## src/rtl/mbc_pkg.sv

```systemverilog
package mbc_pkg;

  // Field and datapath widths
  localparam int unsigned SUM_BITS  = 32;
  localparam int unsigned BYTE_BITS = 8;
  localparam int unsigned SEED_BITS = 8;
  localparam int unsigned ZB_BITS   = 3;
  // Bits queued for the serial unit: old sum (re-reduction case) plus one byte
  localparam int unsigned FEED_BITS = SUM_BITS + BYTE_BITS;
  // Bit counter: up to FEED_BITS message bits plus four zero bytes (72)
  localparam int unsigned CNT_BITS  = 7;

  // APB register map
  localparam int unsigned APB_ADDR_BITS = 4;
  localparam int unsigned APB_DATA_BITS = 32;

  typedef enum logic [1:0] {
    REG_MODULUS    = 2'd0,
    REG_SEED_VALUE = 2'd1,
    REG_ZERO_BYTES = 2'd2
  } mbc_reg_t;

  // Reset values of the configuration registers
  localparam logic [SUM_BITS-1:0]  MODULUS_RST    = 32'hFFFF_FFFB;
  localparam logic [SEED_BITS-1:0] SEED_RST       = 8'h00;
  localparam logic [ZB_BITS-1:0]   ZERO_BYTES_RST = 3'd4;

  // Configuration as seen by the datapath
  typedef struct packed {
    logic [SUM_BITS-1:0]  modulus;
    logic [SEED_BITS-1:0] seed_value;
    logic [ZB_BITS-1:0]   zero_bytes;
  } mbc_cfg_t;

  // Load command from the sequencer to the serial reduction unit
  typedef struct packed {
    logic                 load;
    logic [SUM_BITS-1:0]  rem_init;
    logic [FEED_BITS-1:0] bits;
    logic [CNT_BITS-1:0]  nbits;
  } mbc_load_t;

endpackage

```

## src/rtl/mbc_in_if.sv

```systemverilog
interface mbc_in_if
  import mbc_pkg::*;
();
  logic                 valid;
  logic                 ready;
  logic [BYTE_BITS-1:0] data_byte;
  logic                 last_byte;

  modport source (output valid, output data_byte, output last_byte, input ready);
  modport sink   (input valid, input data_byte, input last_byte, output ready);
endinterface

```

## src/rtl/mbc_out_if.sv

```systemverilog
interface mbc_out_if
  import mbc_pkg::*;
();
  logic                valid;
  logic                ready;
  logic [SUM_BITS-1:0] checksum;

  modport source (output valid, output checksum, input ready);
  modport sink   (input valid, input checksum, output ready);
endinterface

```

## src/rtl/modular_byte_checksum_top.sv

```systemverilog
// Channel   Dir  Payload                   Transaction
// in_chan   in   data_byte[7:0], last_byte  valid & ready
// out_chan  out  checksum[31:0]             valid & ready
// apb       in   modulus, seed, zero_bytes  psel & penable & pwrite (pready = 1)
//
// Each accepted byte is loaded into the serial remainder unit, which then
// steps through its bits, one message bit per cycle. A last byte also shifts
// in the appended zero bytes (1 to 4) and then posts the checksum. A sum not
// below the modulus (modulus changed mid-message) is fed back in before the byte.
// rst is synchronous; no clearing pass. A waiting result holds the
// sequencer only when the next result is ready before it is taken.
module modular_byte_checksum_top
  import mbc_pkg::*;
#(
  parameter int unsigned SUM_WIDTH = 32
) (
  input  logic                     clk,
  input  logic                     rst,
  mbc_in_if.sink                   in_chan,
  mbc_out_if.source                out_chan,
  input  logic                     psel,
  input  logic                     penable,
  input  logic                     pwrite,
  input  logic [APB_ADDR_BITS-1:0] paddr,
  input  logic [APB_DATA_BITS-1:0] pwdata,
  output logic [APB_DATA_BITS-1:0] prdata,
  output logic                     pready
);

  localparam logic [SUM_BITS-1:0] SUM_MASK =
    SUM_BITS'((64'd1 << SUM_WIDTH) - 64'd1);

  typedef enum logic [2:0] {
    ST_IDLE = 3'b001,
    ST_RUN  = 3'b010,
    ST_DONE = 3'b100
  } state_t;

  state_t              state;
  mbc_cfg_t            cfg;
  mbc_load_t           ld;
  logic [SUM_BITS-1:0] rem;
  logic                last_step;
  logic                awaiting_first;
  logic                final_byte;
  logic                out_valid;
  logic [SUM_BITS-1:0] checksum;
  logic                accept;
  logic                out_free;
  logic [ZB_BITS-1:0]  nz;
  logic [CNT_BITS-1:0] zero_bits;
  logic [CNT_BITS-1:0] msg_bits;

  mbc_cfg_regs u_cfg (
    .clk     (clk),
    .rst     (rst),
    .psel    (psel),
    .penable (penable),
    .pwrite  (pwrite),
    .paddr   (paddr),
    .pwdata  (pwdata),
    .prdata  (prdata),
    .pready  (pready),
    .cfg     (cfg)
  );

  mbc_serial_rem u_rem (
    .clk       (clk),
    .rst       (rst),
    .ld        (ld),
    .modulus   (cfg.modulus),
    .rem       (rem),
    .last_step (last_step)
  );

  assign in_chan.ready     = (state == ST_IDLE);
  assign accept            = in_chan.valid && in_chan.ready;
  assign out_chan.valid    = out_valid;
  assign out_chan.checksum = checksum;
  assign out_free          = !out_valid || out_chan.ready;

  // Clamp zero byte count to 1..4
  always_comb begin
    if (cfg.zero_bytes == '0) begin
      nz = ZB_BITS'(1);
    end else if (cfg.zero_bytes > ZB_BITS'(4)) begin
      nz = ZB_BITS'(4);
    end else begin
      nz = cfg.zero_bytes;
    end
    zero_bits = in_chan.last_byte ? {1'b0, nz, 3'b000} : '0;
  end

  // Load command for the remainder unit on each accepted byte
  always_comb begin
    ld       = '0;
    msg_bits = CNT_BITS'(BYTE_BITS);
    if (awaiting_first) begin
      ld.rem_init = '0;
      ld.bits     = {in_chan.data_byte ^ cfg.seed_value, {SUM_BITS{1'b0}}};
    end else if ((cfg.modulus != '0) && (rem >= cfg.modulus)) begin
      // re-reduce the old sum together with the new byte
      ld.rem_init = '0;
      ld.bits     = {rem, in_chan.data_byte};
      msg_bits    = CNT_BITS'(FEED_BITS);
    end else begin
      ld.rem_init = rem;
      ld.bits     = {in_chan.data_byte, {SUM_BITS{1'b0}}};
    end
    ld.load  = accept;
    ld.nbits = msg_bits + zero_bits;
  end

  // Sequencer
  always_ff @(posedge clk) begin
    if (rst) begin
      state          <= ST_IDLE;
      awaiting_first <= 1'b1;
      final_byte     <= 1'b0;
      out_valid      <= 1'b0;
    end else begin
      // Result valid: set when a checksum is posted, cleared when taken
      if ((state == ST_DONE) && out_free) begin
        out_valid <= 1'b1;
      end else if (out_chan.ready) begin
        out_valid <= 1'b0;
      end
      unique case (state)
        ST_IDLE: begin
          if (accept) begin
            state          <= ST_RUN;
            final_byte     <= in_chan.last_byte;
            awaiting_first <= 1'b0;
          end
        end
        ST_RUN: begin
          if (last_step) begin
            state <= final_byte ? ST_DONE : ST_IDLE;
          end
        end
        ST_DONE: begin
          if (out_free) begin
            awaiting_first <= 1'b1;
            state          <= ST_IDLE;
          end
        end
        default: state <= ST_IDLE;
      endcase
    end
  end

  // Output register
  always_ff @(posedge clk) begin
    if ((state == ST_DONE) && out_free) begin
      checksum <= rem & SUM_MASK;
    end
  end

endmodule

```

## src/rtl/mbc_cfg_regs.sv

```systemverilog
module mbc_cfg_regs
  import mbc_pkg::*;
(
  input  logic                     clk,
  input  logic                     rst,
  input  logic                     psel,
  input  logic                     penable,
  input  logic                     pwrite,
  input  logic [APB_ADDR_BITS-1:0] paddr,
  input  logic [APB_DATA_BITS-1:0] pwdata,
  output logic [APB_DATA_BITS-1:0] prdata,
  output logic                     pready,
  output mbc_cfg_t                 cfg
);

  logic     wr_en;
  mbc_reg_t reg_sel;

  assign pready  = 1'b1;
  assign wr_en   = psel && penable && pwrite;
  assign reg_sel = mbc_reg_t'(paddr[3:2]);

  // Register writes; addresses past the map are ignored
  always_ff @(posedge clk) begin
    if (rst) begin
      cfg.modulus    <= MODULUS_RST;
      cfg.seed_value <= SEED_RST;
      cfg.zero_bytes <= ZERO_BYTES_RST;
    end else if (wr_en) begin
      unique case (reg_sel)
        REG_MODULUS:    cfg.modulus    <= pwdata[SUM_BITS-1:0];
        REG_SEED_VALUE: cfg.seed_value <= pwdata[SEED_BITS-1:0];
        REG_ZERO_BYTES: cfg.zero_bytes <= pwdata[ZB_BITS-1:0];
        default: ;
      endcase
    end
  end

  // Read mux
  always_comb begin
    unique case (reg_sel)
      REG_MODULUS:    prdata = cfg.modulus;
      REG_SEED_VALUE: prdata = {{(APB_DATA_BITS-SEED_BITS){1'b0}}, cfg.seed_value};
      REG_ZERO_BYTES: prdata = {{(APB_DATA_BITS-ZB_BITS){1'b0}}, cfg.zero_bytes};
      default:        prdata = '0;
    endcase
  end

endmodule

```

## src/rtl/mbc_serial_rem.sv

```systemverilog
// Bit-serial restoring remainder: one bit of the message per cycle.
// Holds rem < modulus between steps, so each step needs one compare/subtract.
module mbc_serial_rem
  import mbc_pkg::*;
(
  input  logic                clk,
  input  logic                rst,
  input  mbc_load_t           ld,
  input  logic [SUM_BITS-1:0] modulus,
  output logic [SUM_BITS-1:0] rem,
  output logic                last_step
);

  logic [FEED_BITS-1:0] feed;
  logic [CNT_BITS-1:0]  cnt;
  logic [SUM_BITS:0]    trial;
  logic [SUM_BITS:0]    diff;
  logic [SUM_BITS-1:0]  rem_step;

  // rem*2 + next bit, minus modulus when it fits
  always_comb begin
    trial = {rem, feed[FEED_BITS-1]};
    diff  = trial - {1'b0, modulus};
    if (modulus == '0) begin
      rem_step = '0;
    end else if (trial >= {1'b0, modulus}) begin
      rem_step = diff[SUM_BITS-1:0];
    end else begin
      rem_step = trial[SUM_BITS-1:0];
    end
  end

  assign last_step = (cnt == CNT_BITS'(1));

  // Bit counter (control)
  always_ff @(posedge clk) begin
    if (rst) begin
      cnt <= '0;
    end else if (ld.load) begin
      cnt <= ld.nbits;
    end else if (cnt != '0) begin
      cnt <= cnt - CNT_BITS'(1);
    end
  end

  // Remainder and feed shift register; zeros shift in behind the data
  always_ff @(posedge clk) begin
    if (ld.load) begin
      rem  <= ld.rem_init;
      feed <= ld.bits;
    end else if (cnt != '0) begin
      rem  <= rem_step;
      feed <= {feed[FEED_BITS-2:0], 1'b0};
    end
  end

endmodule

```

## src/flat_wrapper.sv

```systemverilog
// flat-port wrapper written by rule: the top's interface ports become plain ports
module modular_byte_checksum_top_flat import mbc_pkg::*;
#(
  parameter int unsigned SUM_WIDTH = 32
)
  (clk, rst, psel, penable, pwrite, paddr, pwdata, prdata, pready, in_chan_valid, in_chan_data_byte, in_chan_last_byte, in_chan_ready, out_chan_valid, out_chan_checksum, out_chan_ready);
  mbc_in_if in_chan_i ();
  mbc_out_if out_chan_i ();
  input  logic clk;
  input  logic rst;
  input  logic psel;
  input  logic penable;
  input  logic pwrite;
  input  logic [APB_ADDR_BITS-1:0] paddr;
  input  logic [APB_DATA_BITS-1:0] pwdata;
  output logic [APB_DATA_BITS-1:0] prdata;
  output logic pready;
  input wire logic [$bits(in_chan_i.valid)-1:0] in_chan_valid;
  input wire logic [$bits(in_chan_i.data_byte)-1:0] in_chan_data_byte;
  input wire logic [$bits(in_chan_i.last_byte)-1:0] in_chan_last_byte;
  output wire logic [$bits(in_chan_i.ready)-1:0] in_chan_ready;
  output wire logic [$bits(out_chan_i.valid)-1:0] out_chan_valid;
  output wire logic [$bits(out_chan_i.checksum)-1:0] out_chan_checksum;
  input wire logic [$bits(out_chan_i.ready)-1:0] out_chan_ready;
  assign in_chan_i.valid = in_chan_valid;
  assign in_chan_i.data_byte = in_chan_data_byte;
  assign in_chan_i.last_byte = in_chan_last_byte;
  assign in_chan_ready = in_chan_i.ready;
  assign out_chan_valid = out_chan_i.valid;
  assign out_chan_checksum = out_chan_i.checksum;
  assign out_chan_i.ready = out_chan_ready;
  modular_byte_checksum_top #(.SUM_WIDTH(SUM_WIDTH)) u_core (.clk(clk), .rst(rst), .in_chan(in_chan_i), .out_chan(out_chan_i), .psel(psel), .penable(penable), .pwrite(pwrite), .paddr(paddr), .pwdata(pwdata), .prdata(prdata), .pready(pready));
endmodule
```

## config.mk

```make
export PLATFORM = sky130hd
export DESIGN_NAME = modular_byte_checksum_top_flat
export DESIGN_NICKNAME = d
export VERILOG_FILES = /design/src/rtl/mbc_pkg.sv /design/src/rtl/mbc_in_if.sv /design/src/rtl/mbc_out_if.sv /design/src/rtl/modular_byte_checksum_top.sv /design/src/rtl/mbc_cfg_regs.sv /design/src/rtl/mbc_serial_rem.sv /design/src/flat_wrapper.sv
export SDC_FILE = /design/constraint.sdc
export NUM_CORES = 1
export LEC_CHECK = 0
export ABC_AREA = 1
export BUFFER_PORTS_ARGS = -buffer_cell sky130_fd_sc_hd__buf_2
export CAP_MARGIN = 10
export CORE_AREA = 4 4 139 141
export DETAILED_ROUTE_END_ITERATION = 6
export DIE_AREA = 0 0 143 145
export HOLD_SLACK_MARGIN = 0.12
export PLACE_DENSITY = 0.81
export SYNTH_ARGS = -nofsm -noshare
export SYNTH_HDL_FRONTEND = slang
export SYNTH_SLANG_ARGS = --single-unit
```

## constraint.sdc

```tcl
create_clock -name clk -period 3.9 [get_ports clk]
set_input_delay 0.78 -clock clk [delete_from_list [all_inputs] [get_ports clk]]
set_output_delay 0.78 -clock clk [all_outputs]
set_load 0.005 [all_outputs]
```

==> summary.txt <==
Synthesis
  – Synth Instances: about 1200
  – Asr flop ratio synth: 0
  – Sequential share of the synthesized area: 0.434
  – Count of cell types in the netlist: 49
  – Top FF cell, synth: edfxtp_1
  – Synth Net Count: approximately 1300
  – Synth Cell Area: 0.00978 mm^2
  – Synth Warn #: 0
  – Syn avg cell area: 8.10 um^2
  – EDFF count, synth: 104
  – Yosys reg bits: 160

Timing
  – Slew margin rel.: 0.291
  – Fmax: 320 MHz
  – RSZ-0062 raised after global routing: false
  – Post-Route Setup TNS: 0 ns
  – Setup Skew: 0.00738 ns
  – Fin crit share: 0.801
  – Setup ws final: 0.775 ns
  – Setup-failing EPs final: 0
  – Final Max Tran Viols: 0
  – Worst-Margin Slew: roughly 1.1 ns
  – Worst hold slack: 0.488 ns
  – Final Hold Viols: 0
  – Final min period: 3.12 ns

Clocking
  – TritonCTS clock tree: yes
  – CTS Buffer Depth: 2
  – CTS root buf: clkbuf_16
  – CTS Hold Buffers Added: 0
  – Worst-path clk slew: 0.07 ns
  – # Post-CTS Setup Buffers: 0
  – Num CTS Buffers: 17
  – Clk_lat worst skew: 0.44 ns
  – CTS-repair resized insts: 0
  – H-tree Lvls: 4
  – # clock sinks: 160

Worst setup path
  – CP endpoint: prdata[5]
  – Worst r2r src: u_core.u_rem.rem[15]$_DFFE_PP_
  – CP most frequent cell: buf_2
  – WS Path Type: in2out
  – CP endpoint kind: output port
  – Worst path max stage delay: 0.59 ns
  – Critical-path top delay cell: o21ai_0
  – Crit path max fanout: 20
  – Worst Setup SP: paddr[3]
  – Reg2Reg Depth: 12
  – Worst path required time: 3.12 ns
  – RR Endpoint: u_core.u_rem.cnt[5]$_SDFFE_PP0P_
  – R2r setup slk: 0.78 ns
  – Crit path DAT: between 2 and 2.5 ns
  – CP Cell Sequence: buf_2 -> nor2_1 -> clkinv_1 -> o21ai_0 -> buf_2
  – Startpoint types: primary input

Floorplanning
  – Chip width: 143 um
  – Boundary Pins: between 100 and 150
  – Starting Density: 0.544
  – Die area: slightly above 0.02 mm^2
  – DIE HEIGHT: between 100 and 150 um
  – Core ar.: 0.0180 mm^2
  – Row count: 49

Placed design
  – Gpl congestion: about 0.98
  – Placed Area: 0.0106 mm^2
  – Place WS: a little over 0.8 ns
  – PortBufs: 115
  – DP HPWL: 20200 um

Power and ir drop
  – Max VDD drop: 0.000399 V
  – Total power: 7.11 mW
  – Power Density: 637 mW/mm^2
  – Lkg Pwr: 5.26 nW

Finish
  – Layout area overhead: 14.2%
  – Share of cells above drive strength 1: 0.161
  – Post-route cell area: 0.0112 mm^2
  – ANT cells: 0
  – Final nets: 1440

Route
  – Via density per instance: about 5.7
  – Routed Wire Length: approximately 28000 um
  – # DRC: 0
  – DR WL/cell: 17.7 um
  – Pre-antenna DRT Iters: 6
  – Routed via count: between 8000 and 9000
  – Iteration-0 DRC Markers: 1112
  – Routed Antenna Nets: 0

GRT
  – First-pass GRT wire length: 44000 um
  – Vias in the first global route: 8398
  – GRT Total Usage: 0.267
  – Total congestion overflow: 0
  – Largest net degree at the start of global routing: 41
  – Initial antenna violation count: 0

Min path
  – Worst Hold Class: reg2reg

Job
  – MaxCap Viol Count: 0

Status
  – Outcome: finished clean
state kept, by name (all words and copies together), names as in the netlist:
register / cells
u_core.awaiting_first: 1
u_core.u_rem.cnt: 7
u_core.u_cfg.cfg: 43
u_core.u_rem.feed: 40
u_core.out_chan.checksum: 32
u_core.final_byte: 1
u_core.state: 3
u_core.u_rem.rem: 32
u_core.out_chan.valid: 1
layer usage:
| metal | part of all wire | GRT usage | routed length (um) | up-vias |
|---|---|---|---|---|
| li1 | - | - | - | 4297 |
| met1 | 0.42 | 0.368 | 11500 | 4144 |
| met2 | 0.46 | 0.419 | 12800 | 443 |
| met3 | 0.088 | 0.0523 | 2440 | 69 |
| met4 | 0.030 | 0.0960 | 843 | 0 |
| met5 | 0 | 0 | 0 | - |
critical path, delay by kind of cell:
kind                   cells  cell delay [ns]
AND/OR/NAND/NOR            1             0.10
buffers and inverters      3             0.86
AO/OA/AOI/OAI              1             0.59
kinds of logic after synthesis:
group,synth area share
AND/OR/NAND/NOR,0.226
AO/OA/AOI/OAI,0.154
buffers and inverters,0.0774
flip-flops,0.434
adder cells (fa/ha/maj),0.0890
XOR/XNOR,0.0197
other,0.000383
cells in the mapped netlist, types with 2 or more instances:
cell type	instances	area share
a21o_1	4	0.0031
nand3_1	45	0.023
o211ai_1	33	0.025
a21oi_2	2	0.0018
buf_2	4	0.0020
inv_2	6	0.0023
ha_1	68	0.087
xor2_1	17	0.015
o21ai_1	13	0.0067
nand2_2	6	0.0038
a21oi_1	91	0.047
o221ai_1	4	0.0036
nor3_2	2	0.0020
nor4_1	2	0.0013
o22ai_1	2	0.0013
nor2_4	2	0.0023
clkinv_1	3	0.0012
nor3_1	10	0.0051
a31oi_1	2	0.0013
nand2_4	3	0.0035
nand2_1	227	0.087
nand3b_1	3	0.0023
nand2_8	2	0.0041
nor2_2	22	0.014
nand3_4	2	0.0036
dfxtp_1	56	0.11
nor2_1	164	0.063
o21ai_0	102	0.052
clkbuf_1	23	0.0088
o21a_1	8	0.0061
nand4_1	12	0.0077
buf_12	2	0.0041
inv_1	139	0.053
a2111oi_0	2	0.0018
edfxtp_1	104	0.32
xnor2_1	5	0.0045
buf_6	3	0.0035
report_power, final:
| group | total, mW | internal [mW] | switching [mW] |
|---|---|---|---|
| Combinational | 2.47 | 0.802 | 1.67 |
| Clock | 1.72 | 0.993 | 0.724 |
| Sequential | 2.92 | 2.51 | 0.417 |
| Total | 7.11 | 4.30 | 2.81 |
layout make-up:
| cell class | count | area, um^2 |
|---|---|---|
| fill | 1535 | 6790 |
| clock buffer | 22 | 507 |
| timing repair buffer | 127 | 666 |
| inverter | 149 | 564 |
| tap | 229 | 287 |
| multi-input combinational | 864 | 4810 |
| clock inverter | 10 | 93.8 |
| sequential | 160 | 4240 |
worst min path at each step:
stage                                          start                               end  slack (ns)  depth (start not counted)
global route          u_core.final_byte$_SDFFE_PP0P_    u_core.final_byte$_SDFFE_PP0P_        0.53                          2
CTS                   u_core.final_byte$_SDFFE_PP0P_    u_core.final_byte$_SDFFE_PP0P_        0.49                          2
detailed placement    u_core.final_byte$_SDFFE_PP0P_    u_core.final_byte$_SDFFE_PP0P_        0.48                          2
floorplan           u_core.u_rem.cnt[1]$_SDFFE_PP0P_  u_core.u_rem.cnt[1]$_SDFFE_PP0P_        0.44                          2
finish                u_core.final_byte$_SDFFE_PP0P_    u_core.final_byte$_SDFFE_PP0P_        0.49                          2
global placement    u_core.u_rem.cnt[1]$_SDFFE_PP0P_  u_core.u_rem.cnt[1]$_SDFFE_PP0P_        0.45                          2
through the flow:
stage	instances	utilization
floorplan	1207	-
global placement	1529	0.588
detailed placement	1529	0.588
CTS	1561	0.622
global route	1561	0.622
finish	1561	0.622
layout by cell type, fill, tap and decap left out, types with 6 or more instances in the layout:
master / n
nand2_1: 227
o21ai_0: 102
xor2_1: 17
o211ai_1: 33
buf_2: 115
inv_1: 139
buf_4: 12
o21a_1: 8
a21oi_1: 90
nand4_1: 12
ha_1: 68
o21ai_1: 13
nor2_2: 22
nand2_2: 6
nand3_1: 45
nor3_1: 10
edfxtp_1: 104
nor2_1: 162
dfxtp_1: 56
inv_2: 6
clkbuf_16: 19
No activity file was read; power rests on OpenSTA's default activity.
